## config.mk

```make
export PLATFORM = sky130hd
export DESIGN_NAME = ring_log_offset_lookup
export DESIGN_NICKNAME = d
export VERILOG_FILES = /design/src/hw/rtl/rlol_pkg.sv /design/src/hw/rtl/ring_log_offset_lookup.sv /design/src/hw/rtl/rlol_ram.sv
export SDC_FILE = /design/constraint.sdc
export NUM_CORES = 1
export LEC_CHECK = 0
export BUFFER_PORTS_ARGS = -buffer_cell sky130_fd_sc_hd__buf_2
export CORE_ASPECT_RATIO = 0.7
export CORE_MARGIN = 2
export CORE_UTILIZATION = 35
export CTS_CLUSTER_DIAMETER = 30
export CTS_CLUSTER_SIZE = 10
export DETAILED_ROUTE_END_ITERATION = 10
export MAX_ROUTING_LAYER = met4
export PLACE_DENSITY = 0.48
export SYNTH_ARGS = -nofsm -noshare
export SYNTH_HDL_FRONTEND = slang
export SYNTH_SLANG_ARGS = --single-unit
```

## constraint.sdc

```tcl
create_clock -name clk -period 13.1 [get_ports clk]
set_input_delay 2.62 -clock clk [delete_from_list [all_inputs] [get_ports clk]]
set_output_delay 2.62 -clock clk [all_outputs]
set_load 0.05 [all_outputs]
```

## src/hw/rtl/rlol_pkg.sv

```systemverilog
`default_nettype none
// ----------------------------------------------------------------------------
// rlol_pkg
// shared types and constants of the ring log with byte offset lookup
// ----------------------------------------------------------------------------
package rlol_pkg;

  localparam int SLOTS = 16;
  localparam int IDX_W = $clog2(SLOTS);
  localparam int CNT_W = $clog2(SLOTS + 1);

  localparam int HANDLE_W = 32;
  localparam int SIZE_W   = 16;
  localparam int POS_W    = 20;
  localparam int SLOT_W   = 4;

  // request kinds
  localparam logic REQ_ADD  = 1'b0;
  localparam logic REQ_FIND = 1'b1;

  typedef struct packed {
    logic                req_type;
    logic [HANDLE_W-1:0] entry_handle;
    logic [SIZE_W-1:0]   entry_size;
    logic [POS_W-1:0]    lookup_pos;
  } req_t;

  typedef struct packed {
    logic                found;
    logic [SLOT_W-1:0]   slot;
    logic [HANDLE_W-1:0] hit_handle;
    logic [SIZE_W-1:0]   hit_size;
    logic [SIZE_W-1:0]   byte_offset;
  } rsp_t;

  typedef struct packed {
    logic [HANDLE_W-1:0] handle;
    logic [SIZE_W-1:0]   size;
  } entry_t;

  typedef enum logic {
    ST_IDLE,
    ST_WALK
  } state_t;

endpackage : rlol_pkg
`default_nettype wire

```

## src/hw/rtl/ring_log_offset_lookup.sv

```systemverilog
`default_nettype none
// ----------------------------------------------------------------------------
// ring_log_offset_lookup
// ring of handle/length entries with a search by byte offset
// ----------------------------------------------------------------------------
// An add request writes its entry into the ring, overwriting the oldest entry
// once all SLOTS slots hold data. A find request is accepted and then walks the
// entries from the oldest on through the entry ram, which returns one entry per
// cycle on its single read port while the result register is free. While a
// find walks, no new request is taken. The result sits in an output register,
// so the next request is accepted while a result waits to be taken. The ram
// needs no clearing after reset: only written entries are ever visited.
// ----------------------------------------------------------------------------
module ring_log_offset_lookup
  import rlol_pkg::*;
(
  input  wire logic clk,
  input  wire logic rst_n,

  input  wire logic in_valid,
  output logic      in_stall,
  input  wire req_t in_data,

  output logic      out_valid,
  input  wire logic out_stall,
  output rsp_t      out_data
);

  function automatic logic [IDX_W-1:0] next_slot(input logic [IDX_W-1:0] i);
    if (i == IDX_W'(SLOTS - 1)) begin
      return '0;
    end
    return i + 1'b1;
  endfunction

  state_t            state_r, state_nxt;
  logic [IDX_W-1:0]  wr_idx_r, wr_idx_nxt;
  logic [IDX_W-1:0]  rd_idx_r, rd_idx_nxt;
  logic              full_r, full_nxt;
  logic [IDX_W-1:0]  chk_idx_r, chk_idx_nxt;
  logic [CNT_W-1:0]  rem_r, rem_nxt;
  logic [POS_W-1:0]  pos_r, pos_nxt;
  logic              out_valid_r, out_valid_nxt;
  rsp_t              out_r, out_nxt;

  logic              accept;
  logic              step;
  logic              hit;
  logic              fin;
  logic [CNT_W-1:0]  count;
  logic              ram_we;
  logic [IDX_W-1:0]  ram_raddr;
  entry_t            ram_wdata;
  entry_t            ram_rdata;

  rlol_ram #(
    .WIDTH ($bits(entry_t)),
    .DEPTH (SLOTS)
  ) u_ram (
    .clk   (clk),
    .we    (ram_we),
    .waddr (wr_idx_r),
    .wdata (ram_wdata),
    .raddr (ram_raddr),
    .rdata (ram_rdata)
  );

  assign accept = in_valid && !in_stall;
  // result register free this cycle
  assign step   = !out_valid_r || !out_stall;
  assign hit    = (rem_r != '0) && (pos_r < {{(POS_W-SIZE_W){1'b0}}, ram_rdata.size});
  assign fin    = (rem_r == '0) || (rem_r == CNT_W'(1)) || hit;

  always_comb begin
    if (full_r) begin
      count = CNT_W'(SLOTS);
    end else if (wr_idx_r >= rd_idx_r) begin
      count = CNT_W'(wr_idx_r) - CNT_W'(rd_idx_r);
    end else begin
      count = CNT_W'(wr_idx_r) + CNT_W'(SLOTS) - CNT_W'(rd_idx_r);
    end
  end

  // next state
  always_comb begin
    state_nxt = state_r;
    case (state_r)
      ST_IDLE: begin
        if (accept && in_data.req_type == REQ_FIND) begin
          state_nxt = ST_WALK;
        end
      end
      ST_WALK: begin
        if (step && fin) begin
          state_nxt = ST_IDLE;
        end
      end
      default: state_nxt = ST_IDLE;
    endcase
  end

  // datapath and outputs
  always_comb begin
    in_stall      = (state_r != ST_IDLE);
    ram_we        = 1'b0;
    ram_wdata     = '{handle: in_data.entry_handle, size: in_data.entry_size};
    ram_raddr     = rd_idx_r;
    wr_idx_nxt    = wr_idx_r;
    rd_idx_nxt    = rd_idx_r;
    full_nxt      = full_r;
    chk_idx_nxt   = chk_idx_r;
    rem_nxt       = rem_r;
    pos_nxt       = pos_r;
    out_nxt       = out_r;
    out_valid_nxt = out_valid_r && out_stall;

    case (state_r)
      ST_IDLE: begin
        if (accept) begin
          if (in_data.req_type == REQ_ADD) begin
            ram_we     = 1'b1;
            wr_idx_nxt = next_slot(wr_idx_r);
            full_nxt   = full_r || (next_slot(wr_idx_r) == rd_idx_r);
            if (full_nxt) begin
              rd_idx_nxt = next_slot(wr_idx_r);
            end
          end else begin
            // oldest entry is being read this cycle
            chk_idx_nxt = rd_idx_r;
            rem_nxt     = count;
            pos_nxt     = in_data.lookup_pos;
          end
        end
      end
      ST_WALK: begin
        ram_raddr = step ? next_slot(chk_idx_r) : chk_idx_r;
        if (step) begin
          if (fin) begin
            out_valid_nxt = 1'b1;
            if (hit) begin
              out_nxt = '{found:       1'b1,
                          slot:        SLOT_W'(chk_idx_r),
                          hit_handle:  ram_rdata.handle,
                          hit_size:    ram_rdata.size,
                          byte_offset: pos_r[SIZE_W-1:0]};
            end else begin
              out_nxt = '0;
            end
          end else begin
            pos_nxt     = pos_r - {{(POS_W-SIZE_W){1'b0}}, ram_rdata.size};
            rem_nxt     = rem_r - 1'b1;
            chk_idx_nxt = next_slot(chk_idx_r);
          end
        end
      end
      default: ;
    endcase
  end

  always_ff @(posedge clk) begin
    if (!rst_n) begin
      state_r     <= ST_IDLE;
      wr_idx_r    <= '0;
      rd_idx_r    <= '0;
      full_r      <= 1'b0;
      out_valid_r <= 1'b0;
    end else begin
      state_r     <= state_nxt;
      wr_idx_r    <= wr_idx_nxt;
      rd_idx_r    <= rd_idx_nxt;
      full_r      <= full_nxt;
      out_valid_r <= out_valid_nxt;
    end
  end

  always_ff @(posedge clk) begin
    chk_idx_r <= chk_idx_nxt;
    rem_r     <= rem_nxt;
    pos_r     <= pos_nxt;
    out_r     <= out_nxt;
  end

  assign out_valid = out_valid_r;
  assign out_data  = out_r;

  // the ring must not change under a walk
  a_no_write_in_walk: assert property (@(posedge clk) disable iff (!rst_n)
    state_r == ST_WALK |-> !ram_we)
    else $error("entry ram written during a walk");

  a_rd_zero_until_full: assert property (@(posedge clk) disable iff (!rst_n)
    !full_r |-> rd_idx_r == '0)
    else $error("read index moved before the ring filled");

  a_rd_follows_wr: assert property (@(posedge clk) disable iff (!rst_n)
    full_r |-> rd_idx_r == wr_idx_r)
    else $error("read index does not follow write index in a full ring");

  a_hit_in_range: assert property (@(posedge clk) disable iff (!rst_n)
    out_valid_r && out_r.found |-> out_r.byte_offset < out_r.hit_size)
    else $error("found result with offset beyond the entry");

  a_miss_zero: assert property (@(posedge clk) disable iff (!rst_n)
    out_valid_r && !out_r.found |-> out_r == '0)
    else $error("not found result carries data");

endmodule : ring_log_offset_lookup
`default_nettype wire

```

## src/hw/rtl/rlol_ram.sv

```systemverilog
`default_nettype none
// ----------------------------------------------------------------------------
// rlol_ram
// simple dual port ram, one write port, one read port with registered data
// ----------------------------------------------------------------------------
module rlol_ram #(
  parameter int WIDTH = 8,
  parameter int DEPTH = 16
) (
  input  wire logic                     clk,
  input  wire logic                     we,
  input  wire logic [$clog2(DEPTH)-1:0] waddr,
  input  wire logic [WIDTH-1:0]         wdata,
  input  wire logic [$clog2(DEPTH)-1:0] raddr,
  output logic      [WIDTH-1:0]         rdata
);

  logic [WIDTH-1:0] mem [DEPTH];

  always_ff @(posedge clk) begin
    if (we) begin
      mem[waddr] <= wdata;
    end
    rdata <= mem[raddr];
  end

endmodule : rlol_ram
`default_nettype wire

```

# == After elaboration in Yosys (flattened, before gate mapping) ==
# Memory sizes are Yosys's and may differ from the RTL's. A register that Yosys moved wholly into a read port is not among the register bits.
# Index checks and enable logic that the tools add are counted.
# word_totals
regBits,109
latch_bits,0
mem_bits_rw,768
rom_bits,0
inputBits,73
output_inout_bits,71
elab_cells,104
mem_count,1
# classes
add_sub_neg,7
multipliers,0
n_div,0
n_lt_le_gt_ge,2
eq_ne,8
n_shift,0
mux,53
n_bitwise,2
reduce_logical,18
# mem_list
name,words,word_bits,read_ports,rd_clocked_by_memory_dff,wr,line_no,source
u_ram.mem,16,48,1,1,1,rlol_ram.sv:18,logic [WIDTH-1:0] mem [DEPTH];
# op_table
cell,n
$mux W20,4
$mux W69,1
$mux W4,15
$pmux W20 S2,1
$mux W5,6
$mux W1,23
$lt A20 B16 Y1,1
$sub A20 B16 Y20,1
$pmux W5 S2,1
$add A4 B1 Y4 const B,2
$eq A4 B4 Y1 const B,2
$pmux W4 S2,1
$reduce_and A4 Y1,2
$ne A2 B2 Y1 const B,3
$reduce_and A3 Y1,2
$add A4 B5 Y5 const B,1
$eq A5 B1 Y1 const B,1
$logic_and A1 B1 Y1,5
$logic_not A5 Y1,1
$reduce_bool A5 Y1,1
$sub A4 B4 Y5,1
$sub A5 B1 Y5 const B,1
$sub A5 B4 Y5,1
$eq A4 B4 Y1,1
other kinds (6),12

# == Longest topological paths before layout ==
# Gate-level depths: netlist (run 1).
# logic_depth
ltp_word,16
depth_mapped,11
mapped_depth_nobuf,10

# == Cells and area by module ==
# A second synthesis (run 1) with hierarchy kept.
# unflattened
cells_unflattened,1735
area_unflattened_um2,35373.9
# by_module_without_submodules
module,instances,cells_each,area_each_um2,seq_area_each_um2
rlol_ram,1,1242,29691.0,24023.0
ring_log_offset_lookup,1,493,5683.0,3163.0

# == Worst setup path before layout (run 1) ==
# No wires, ideal clock.
# synth_timing
path_type,input port to flip-flop
from,in out_stall
to,reg out_r (netlist bit out_data[0]) (enable)
setup_time_ps,599
arrival_ps,7898
required_ps,12501
slack_ps,4604
cell_stages,2
n_path_buf,0
path_cell_list,and2_1 > a211oi_1
# synth_via
elab_chain_len,3
# synth_lines
item,line_no,source
start: declaration,ring_log_offset_lookup.sv:25,"input wire logic out_stall,"
$logic_not A1 Y1,ring_log_offset_lookup.sv:70,assign step = !out_valid_r || !out_stall;
$logic_or A1 B1 Y1,ring_log_offset_lookup.sv:70,
$reduce_and A3 Y1 (no source line),n/a,
end signal: assignment,ring_log_offset_lookup.sv:180,out_r <= out_nxt;
end: declaration,ring_log_offset_lookup.sv:44,"rsp_t out_r, out_nxt;"
# No other way between the ends.
# A chain may end at the register's enable or synchronous reset.

# == Final worst setup path (run 1) ==
# layout_timing
from,in out_stall
to,"reg u_ram.rdata[31], read port of u_ram.mem"
# layout_via
elab_chain_len,4
# layout_lines
item,line_no,source
$logic_not A1 Y1,ring_log_offset_lookup.sv:70,
$logic_or A1 B1 Y1,ring_log_offset_lookup.sv:70,
$mux W4,ring_log_offset_lookup.sv:136,ram_raddr = step ? next_slot(chk_idx_r) : chk_idx_r;
$mux W4,ring_log_offset_lookup.sv:117,case (state_r)
end: declaration,rlol_ram.sv:15,output logic [WIDTH-1:0] rdata
# No other way between the ends.

==> impl_metrics.tcl, run 1 <==
set metrics [dict create \
    yosysWarningCount 0 \
    finalCritPeriodShare_pct 40.0 \
    numClockSinks 925 \
    period_minus_slack_ns 5.24 \
    seq_area_um2 27200 \
    overflow 0 \
    hold_buffers 0 \
    clk_path_buf_depth 3 \
    syn-cell-area_um2 37700 \
    cts_resized 0 \
    drt-total-wl_um 88400 \
    combPwrFrac_pct 8.1 \
    multi_input_area_um2 9780 \
    clk_pin_slew_worst_paths_ns 0.04 \
    pwr-share-seq_pct 40.7 \
    dp_slack_ns 7.10 \
    final_util_pct 42.7 \
    finalPower_mw 8.22 \
    cts_setup_buffers 0 \
    place_congestion 0.784 \
    hold_viol 0 \
    first_iter_violations 1080 \
    synth-simple-area-share_pct 2.82 \
    slew_headroom_pct 22.4 \
    dr.pass1.iters 5 \
    antenna_found_initial 11 \
    die_h_um 278 \
    synth_top_family_by_area "multiplexers" \
    initial_core_util_pct 35.4 \
    cts-buffers-inserted 162 \
    dieArea_um2 110000 \
    finalMaxSlewViolations 0 \
    viasPerCell 4.83 \
    critPathMaxFanout 143 \
    port_buffers 143 \
    synth_seq_cells 925 \
    clk_latency_ns 0.76 \
    fillCellCount 9382 \
    muxShareOfSynthArea_pct 19.5 \
    cap_violations 0 \
    power_frac_clock_pct 51.1 \
    fin_nets 2502 \
    power.density_nw_per_um2 181 \
    ir_worst_vdd_uv 96.0 \
    holdCritPathClass "flop to flop" \
    root_buffer "clkbuf_16" \
    grt_max_degree 144 \
    core_area_um2 106000 \
    fmaxAchievable_mhz 191 \
    io_pins 144 \
    rows 100 \
    synth_area_per_cell_um2 17.4 \
    die_x_um 396 \
    ys_types 59 \
    async_reset_ff_share_pct 0 \
    grt_pass1_vias 19800 \
    setup_violations 0 \
    fin_ws_ns 7.86 \
    totalNegativeSetupSlack_ns 0 \
    status "completed" \
    critPathKind "primary input to flop" \
    switching_share_pct 23.3 \
    synth-compound-area-share_pct 1.75 \
    ys_seq_area_share_pct 72.2 \
    syn_nets 2263 \
    grt_setup_unrepaired "false" \
    globalRouteTotalUtil_pct 16.5 \
    grt_pass1_wl_um 130000 \
    drc_errors 0 \
    vias 19200 \
    cts_tree "done" \
    netlist_instances 2160 \
    synth_ff_type "edfxtp_1" \
    cp-start-kind "primary input" \
    synth_edf_count 866 \
    drive_gt1_share_pct 18.5 \
    yosys.area_share.xor_xnor_pct 0.465 \
    intPower_mw 6.31 \
    switchingPower_mw 1.91 \
    cp.arrival_ns 5.83 \
    h-tree-depth 4 \
    ant_nets 0 \
    crit_required_ns 13.69 \
    hpwl_um 44200 \
    wl_per_cell_um 22.3 \
    worstSetupEndpointType "flop" \
    tightest_slew_ns 1.16 \
    syn_to_final_growth_pct 20.7 \
    p_leak_nw 16.6 \
    synthAdderAreaFrac_pct 1.04 \
    final.setup_skew_ns 0.0246 \
]
## worst max-delay path, stage by stage
cell and delay, ns:
buf_2 0.12, and2_1 0.24, o211ai_1 0.31, buf_12 0.76, buf_12 0.72, mux2i_1 0.28, mux2i_1 0.09, mux2i_1 0.22
mux2i_1 0.13
## flip-flops by register name, summed over array words and instances, names as in the netlist
name and cells:
out_valid 1, u_ram.rdata 48, u_ram.mem 768, rem_r 5, in_stall 1, rd_idx_r 4, full_r 1, wr_idx_r 4
out_data 69, chk_idx_r 4, pos_r 20
## layout by cell type (no fill, tap or decap), types with 23 or more instances in the layout
| master | count |
|---|---|
| mux2i_1 | 725 |
| edfxtp_1 | 866 |
| inv_1 | 37 |
| nor2_1 | 45 |
| and2_1 | 53 |
| buf_2 | 143 |
| dfxtp_1 | 58 |
| nand2_1 | 38 |
| a21oi_1 | 26 |
| clkbuf_16 | 162 |
| clkbuf_1 | 29 |
| buf_4 | 31 |
| ha_1 | 28 |
| clkinv_2 | 23 |
## layer usage
metal  share of wire (%)  global-route usage (%)  routed length [um]
met1                  47                    21.7               41100
met2                  47                    25.7               41800
met3                 4.0                    3.15                3540
met4                 2.2                    5.71                1910
met5                   0                       -                   0
## synthesized netlist by cell type (4+ instances only)
cell type	count	area share, %
o21a_1	6	0.12
clkbuf_1	9	0.090
mux2i_1	725	19
dfxtp_1	59	3.1
nand4_1	7	0.12
a31oi_1	8	0.13
ha_1	28	0.93
mux2_2	7	0.21
a21o_1	5	0.10
or3_1	7	0.12
o21ai_1	4	0.053
and2_1	53	0.88
nand2b_1	4	0.066
nor3_1	14	0.19
o21ai_0	21	0.28
buf_4	48	0.96
inv_1	37	0.37
nor2_1	57	0.57
o211ai_1	5	0.10
edfxtp_1	866	69
nand3_1	12	0.16
buf_2	23	0.31
nand2_1	38	0.38
a21oi_1	27	0.36
buf_6	16	0.48
a211oi_1	5	0.10
xnor2_1	17	0.40
nor2b_1	4	0.066
buf_1	5	0.050
## power groups by stage
stage          clock network [mW]  logic [mW]  registers (mW)
2_1_floorplan                   0       0.493            3.39
3_3_place_gp                    0       0.664            3.41
3_5_place_dp                    0       0.673            3.41
4_1_cts                      4.30       0.676            3.35
5_1_grt                      4.44       0.734            3.35
6_report                     4.20       0.668            3.35
## logic make-up (layout without fill, tap and decap cells)
| logic type | Yosys count | in the layout |
|---|---|---|
| XOR/XNOR | 20 | 20 |
| AND/OR/NAND/NOR | 210 | 210 |
| other | 0 | 4 |
| multiplexers | 732 | 732 |
| flip-flops | 925 | 925 |
| buffers and inverters | 141 | 519 |
| AO/OA/AOI/OAI | 102 | 102 |
| adder cells (fa/ha/maj) | 30 | 30 |
## path summary, 6_finish.rpt
kind,start,endpoint,slack [ns],cells after the start
hold reg to reg,u_ram.rdata[32],out_data[48],0.50,1
hold / removal,u_ram.rdata[32],out_data[48],0.50,1
setup reg to reg,u_ram.rdata[0],out_data[35],8.87,11
setup / recovery,out_stall,u_ram.rdata[31],7.86,9
## stage by stage
stage	hold slack, ns	instances	instance area (um2)
after floorplan	0.476	2160	37700
after global placement	0.489	3663	39900
after detailed placement	0.492	3663	39900
after CTS	0.502	3966	45500
after global routing	0.518	3970	45500
final	0.499	3970	45500
## final cells by class
| cell class | instances | area share, % |
|---|---|---|
| Clock inverter | 109 | 2.91 |
| Multi-Input combinational cell | 1094 | 21.5 |
| Clock buffer | 194 | 9.25 |
| Sequential cell | 925 | 59.8 |
| Timing Repair Buffer | 178 | 2.26 |
| Tap cell | 1428 | 3.93 |
| Antenna cell | 4 | 0.0220 |
| Inverter | 38 | 0.314 |
Power figures use the tool's default switching activity.
==> inputs of run 2 (changes only) <==
- ABC_AREA: unset -> 1
- PLACE_DENSITY: 0.48 -> 0.5
- clock period: 13.1 -> 4.3 ns (I/O delays scaled with it)
==> impl_metrics.tcl, run 2 <==
set metrics [dict create \
    status "completed" \
    synth_ff_type "edfxtp_1" \
    ant_nets 0 \
    synth_area_per_cell_um2 10.5 \
    grt_pass1_vias 26800 \
    fmaxAchievable_mhz 311 \
    ir_worst_vdd_uv 429 \
    fin_area_um2 48200 \
    fin_ws_ns 1.09 \
    path_cells "inv_1 > ha_1 > fa_1 > inv_1 > nand3_1 > nand3_1 > nand2_1 > nand3_1 > nand2_1 > nand2_4 > nand3_1 > nand2_1 > buf_4" \
    yosysMostFrequentCell "nand2_1" \
    tightest_slew_ns 0.947 \
    ys_seq_area_share_pct 68.3 \
    largest_reg_flops 768 \
    synth-compound-area-share_pct 1.13 \
    final_util_pct 42.7 \
    grt_max_degree 135 \
    synth_seq_cells 925 \
    rows 103 \
    clk_path_buf_depth 3 \
    cts-buffers-inserted 164 \
    cap_violations 0 \
    setup_violations 0 \
    seq_area_um2 27200 \
    yosysWarningCount 0 \
    slew_headroom_pct 36.9 \
    crit_required_ns 4.70 \
    cp.arrival_ns 3.61 \
    hold_viol 0 \
    final.setup_skew_ns 0.0339 \
    critPathMostFrequentCell "nand3_1" \
    root_buffer "clkbuf_16" \
    dieArea_um2 116000 \
    die_h_um 286 \
    synth_common_cells "nand2_1 (970), nand3_1 (902), edfxtp_1 (866), inv_1 (511), buf_2 (159)" \
    rr_worst_depth 13 \
    syn_nets 3888 \
    cts_resized 0 \
    r2r_slack_ns 1.09 \
    viasPerCell 4.83 \
    h-tree-depth 4 \
    wl_per_cell_um 20.0 \
    netlist_instances 3785 \
    cts_setup_buffers 0 \
    ys_types 35 \
    placed_cells 5303 \
    critPathSlowestCell "buf_4" \
    critPathKind "flop to flop" \
    crit_end "pos_r[1]" \
    dr.pass1.iters 5 \
    numClockSinks 925 \
    io_pins 144 \
    p_leak_nw 20.0 \
    first_iter_violations 2326 \
    final_common_cell "nand2_1" \
    synthAdderAreaFrac_pct 0.981 \
    layout_common_cells "nand2_1 (968), nand3_1 (902), edfxtp_1 (866)" \
    place_congestion 0.858 \
    yosys.area_share.xor_xnor_pct 0.154 \
    yosys.area.top_type "edfxtp_1" \
    cts_tree "done" \
    yosysTopAreaCellShare_pct 65.3 \
    drt-total-wl_um 112000 \
    multi_input_area_um2 9840 \
    fin_nets 4050 \
    core_area_um2 113000 \
    synth_top_family_by_area "simple AND/OR/NAND/NOR gates" \
    worst_r2r_startpoint "pos_r[0]" \
    hold_buffers 0 \
    timing.hold.ws_ns 0.391 \
    grt_setup_unrepaired "false" \
    clk_latency_ns 0.77 \
    holdCritPathClass "primary input to flop" \
    die_x_um 407 \
    vias 27100 \
    critPathMaxStageDelay_ns 0.39 \
    globalRouteTotalUtil_pct 20.0 \
    synth_edf_count 866 \
    synth-simple-area-share_pct 22.0 \
    syn_to_final_growth_pct 21.1 \
    stdcell_count 5616 \
    port_buffers 143 \
    syn-cell-area_um2 39800 \
    power.density_nw_per_um2 547 \
    drive_gt1_share_pct 12.5 \
    overflow 0 \
    top_register "u_ram.mem" \
    async_reset_ff_share_pct 0 \
    cp-start-kind "flop" \
    crit_path_start "pos_r[0]" \
    worstSetupEndpointType "flop" \
    fillCellCount 10700 \
    r2r_end "pos_r[1]" \
    finalMaxSlewViolations 0 \
    finalCritPeriodShare_pct 74.8 \
    dp_slack_ns 1.02 \
    grt_pass1_wl_um 170000 \
    finalPower_mw 26.4 \
    muxShareOfSynthArea_pct 0 \
    period_minus_slack_ns 3.21 \
    ys_top_cells_by_area "edfxtp_1 (65%), nand3_1 (11%), nand2_1 (9.1%)" \
    clk_pin_slew_worst_paths_ns 0.05 \
    initial_core_util_pct 35.3 \
    antenna_found_initial 9 \
    hpwl_um 55400 \
    drc_errors 0 \
    dpl_cell_area_um2 42400 \
    totalNegativeSetupSlack_ns 0 \
    critPathMaxFanout 25 \
]
run 2: changes by cell type after synthesis, sizes merged, moves of 24 or more:
cell	delta
and2	-52
mux2i	-725
inv	+477
buf	+85
nand3	+890
nor2	+65
nand2	+935
clkbuf	+24
run 2: kinds of logic after synthesis:
logic type,Yosys count
AOI/OAI and AO/OA,81
DFF,925
xor gates and xnor gates,7
and+or+nand+nor,2015
buffers and inverters,727
adders and majority gates,30
run 2: per-layer routing:
metal	track usage (%)	wire length, um	share of wire [%]
met2	30.3	51100	45
met4	5.93	2070	1.8
met3	3.32	6200	5.5
met5	-	0	0
met1	27.8	53000	47
run 2: final cells by class:
class | instances | area share (%)
multi-input cells | 2133 | 20.4
clock inverters | 104 | 2.67
inverters | 515 | 4.03
repair buffers | 208 | 3.20
flip-flops and latches | 925 | 56.4
well taps | 1522 | 3.95
diodes | 5 | 0.0260
clock buffers | 204 | 9.28
run 2: where the power goes:
group          switching [mW]  leakage (nW)  internal, mW
Sequential              0.118          8.37          10.1
Clock                    4.59          2.78          8.84
Combinational            1.94          8.84         0.757
Total                    6.64          20.0          19.7
run 2: how the worst min path moves through the flow:
stage | depth (start not counted) | slack (ns) | to | start
6_report | 3 | 0.39 | pos_r[9] | in_data[9]
5_1_grt | 3 | 0.39 | pos_r[12] | in_data[12]
4_1_cts | 3 | 0.34 | pos_r[9] | in_data[9]
3_5_place_dp | 2 | 0.51 | out_data[63] | u_ram.rdata[47]
3_3_place_gp | 2 | 0.51 | out_data[63] | u_ram.rdata[47]
2_1_floorplan | 2 | 0.48 | rd_idx_r[2] | rd_idx_r[2]
run 2: worst max-delay path: cells and delay by family (launching register included):
| kind | cells | cell delay (ns) |
|---|---|---|
| adders and majority gates | 2 | 0.62 |
| buffers and inverters | 3 | 0.62 |
| DFF | 1 | 0.32 |
| and+or+nand+nor | 8 | 1.28 |
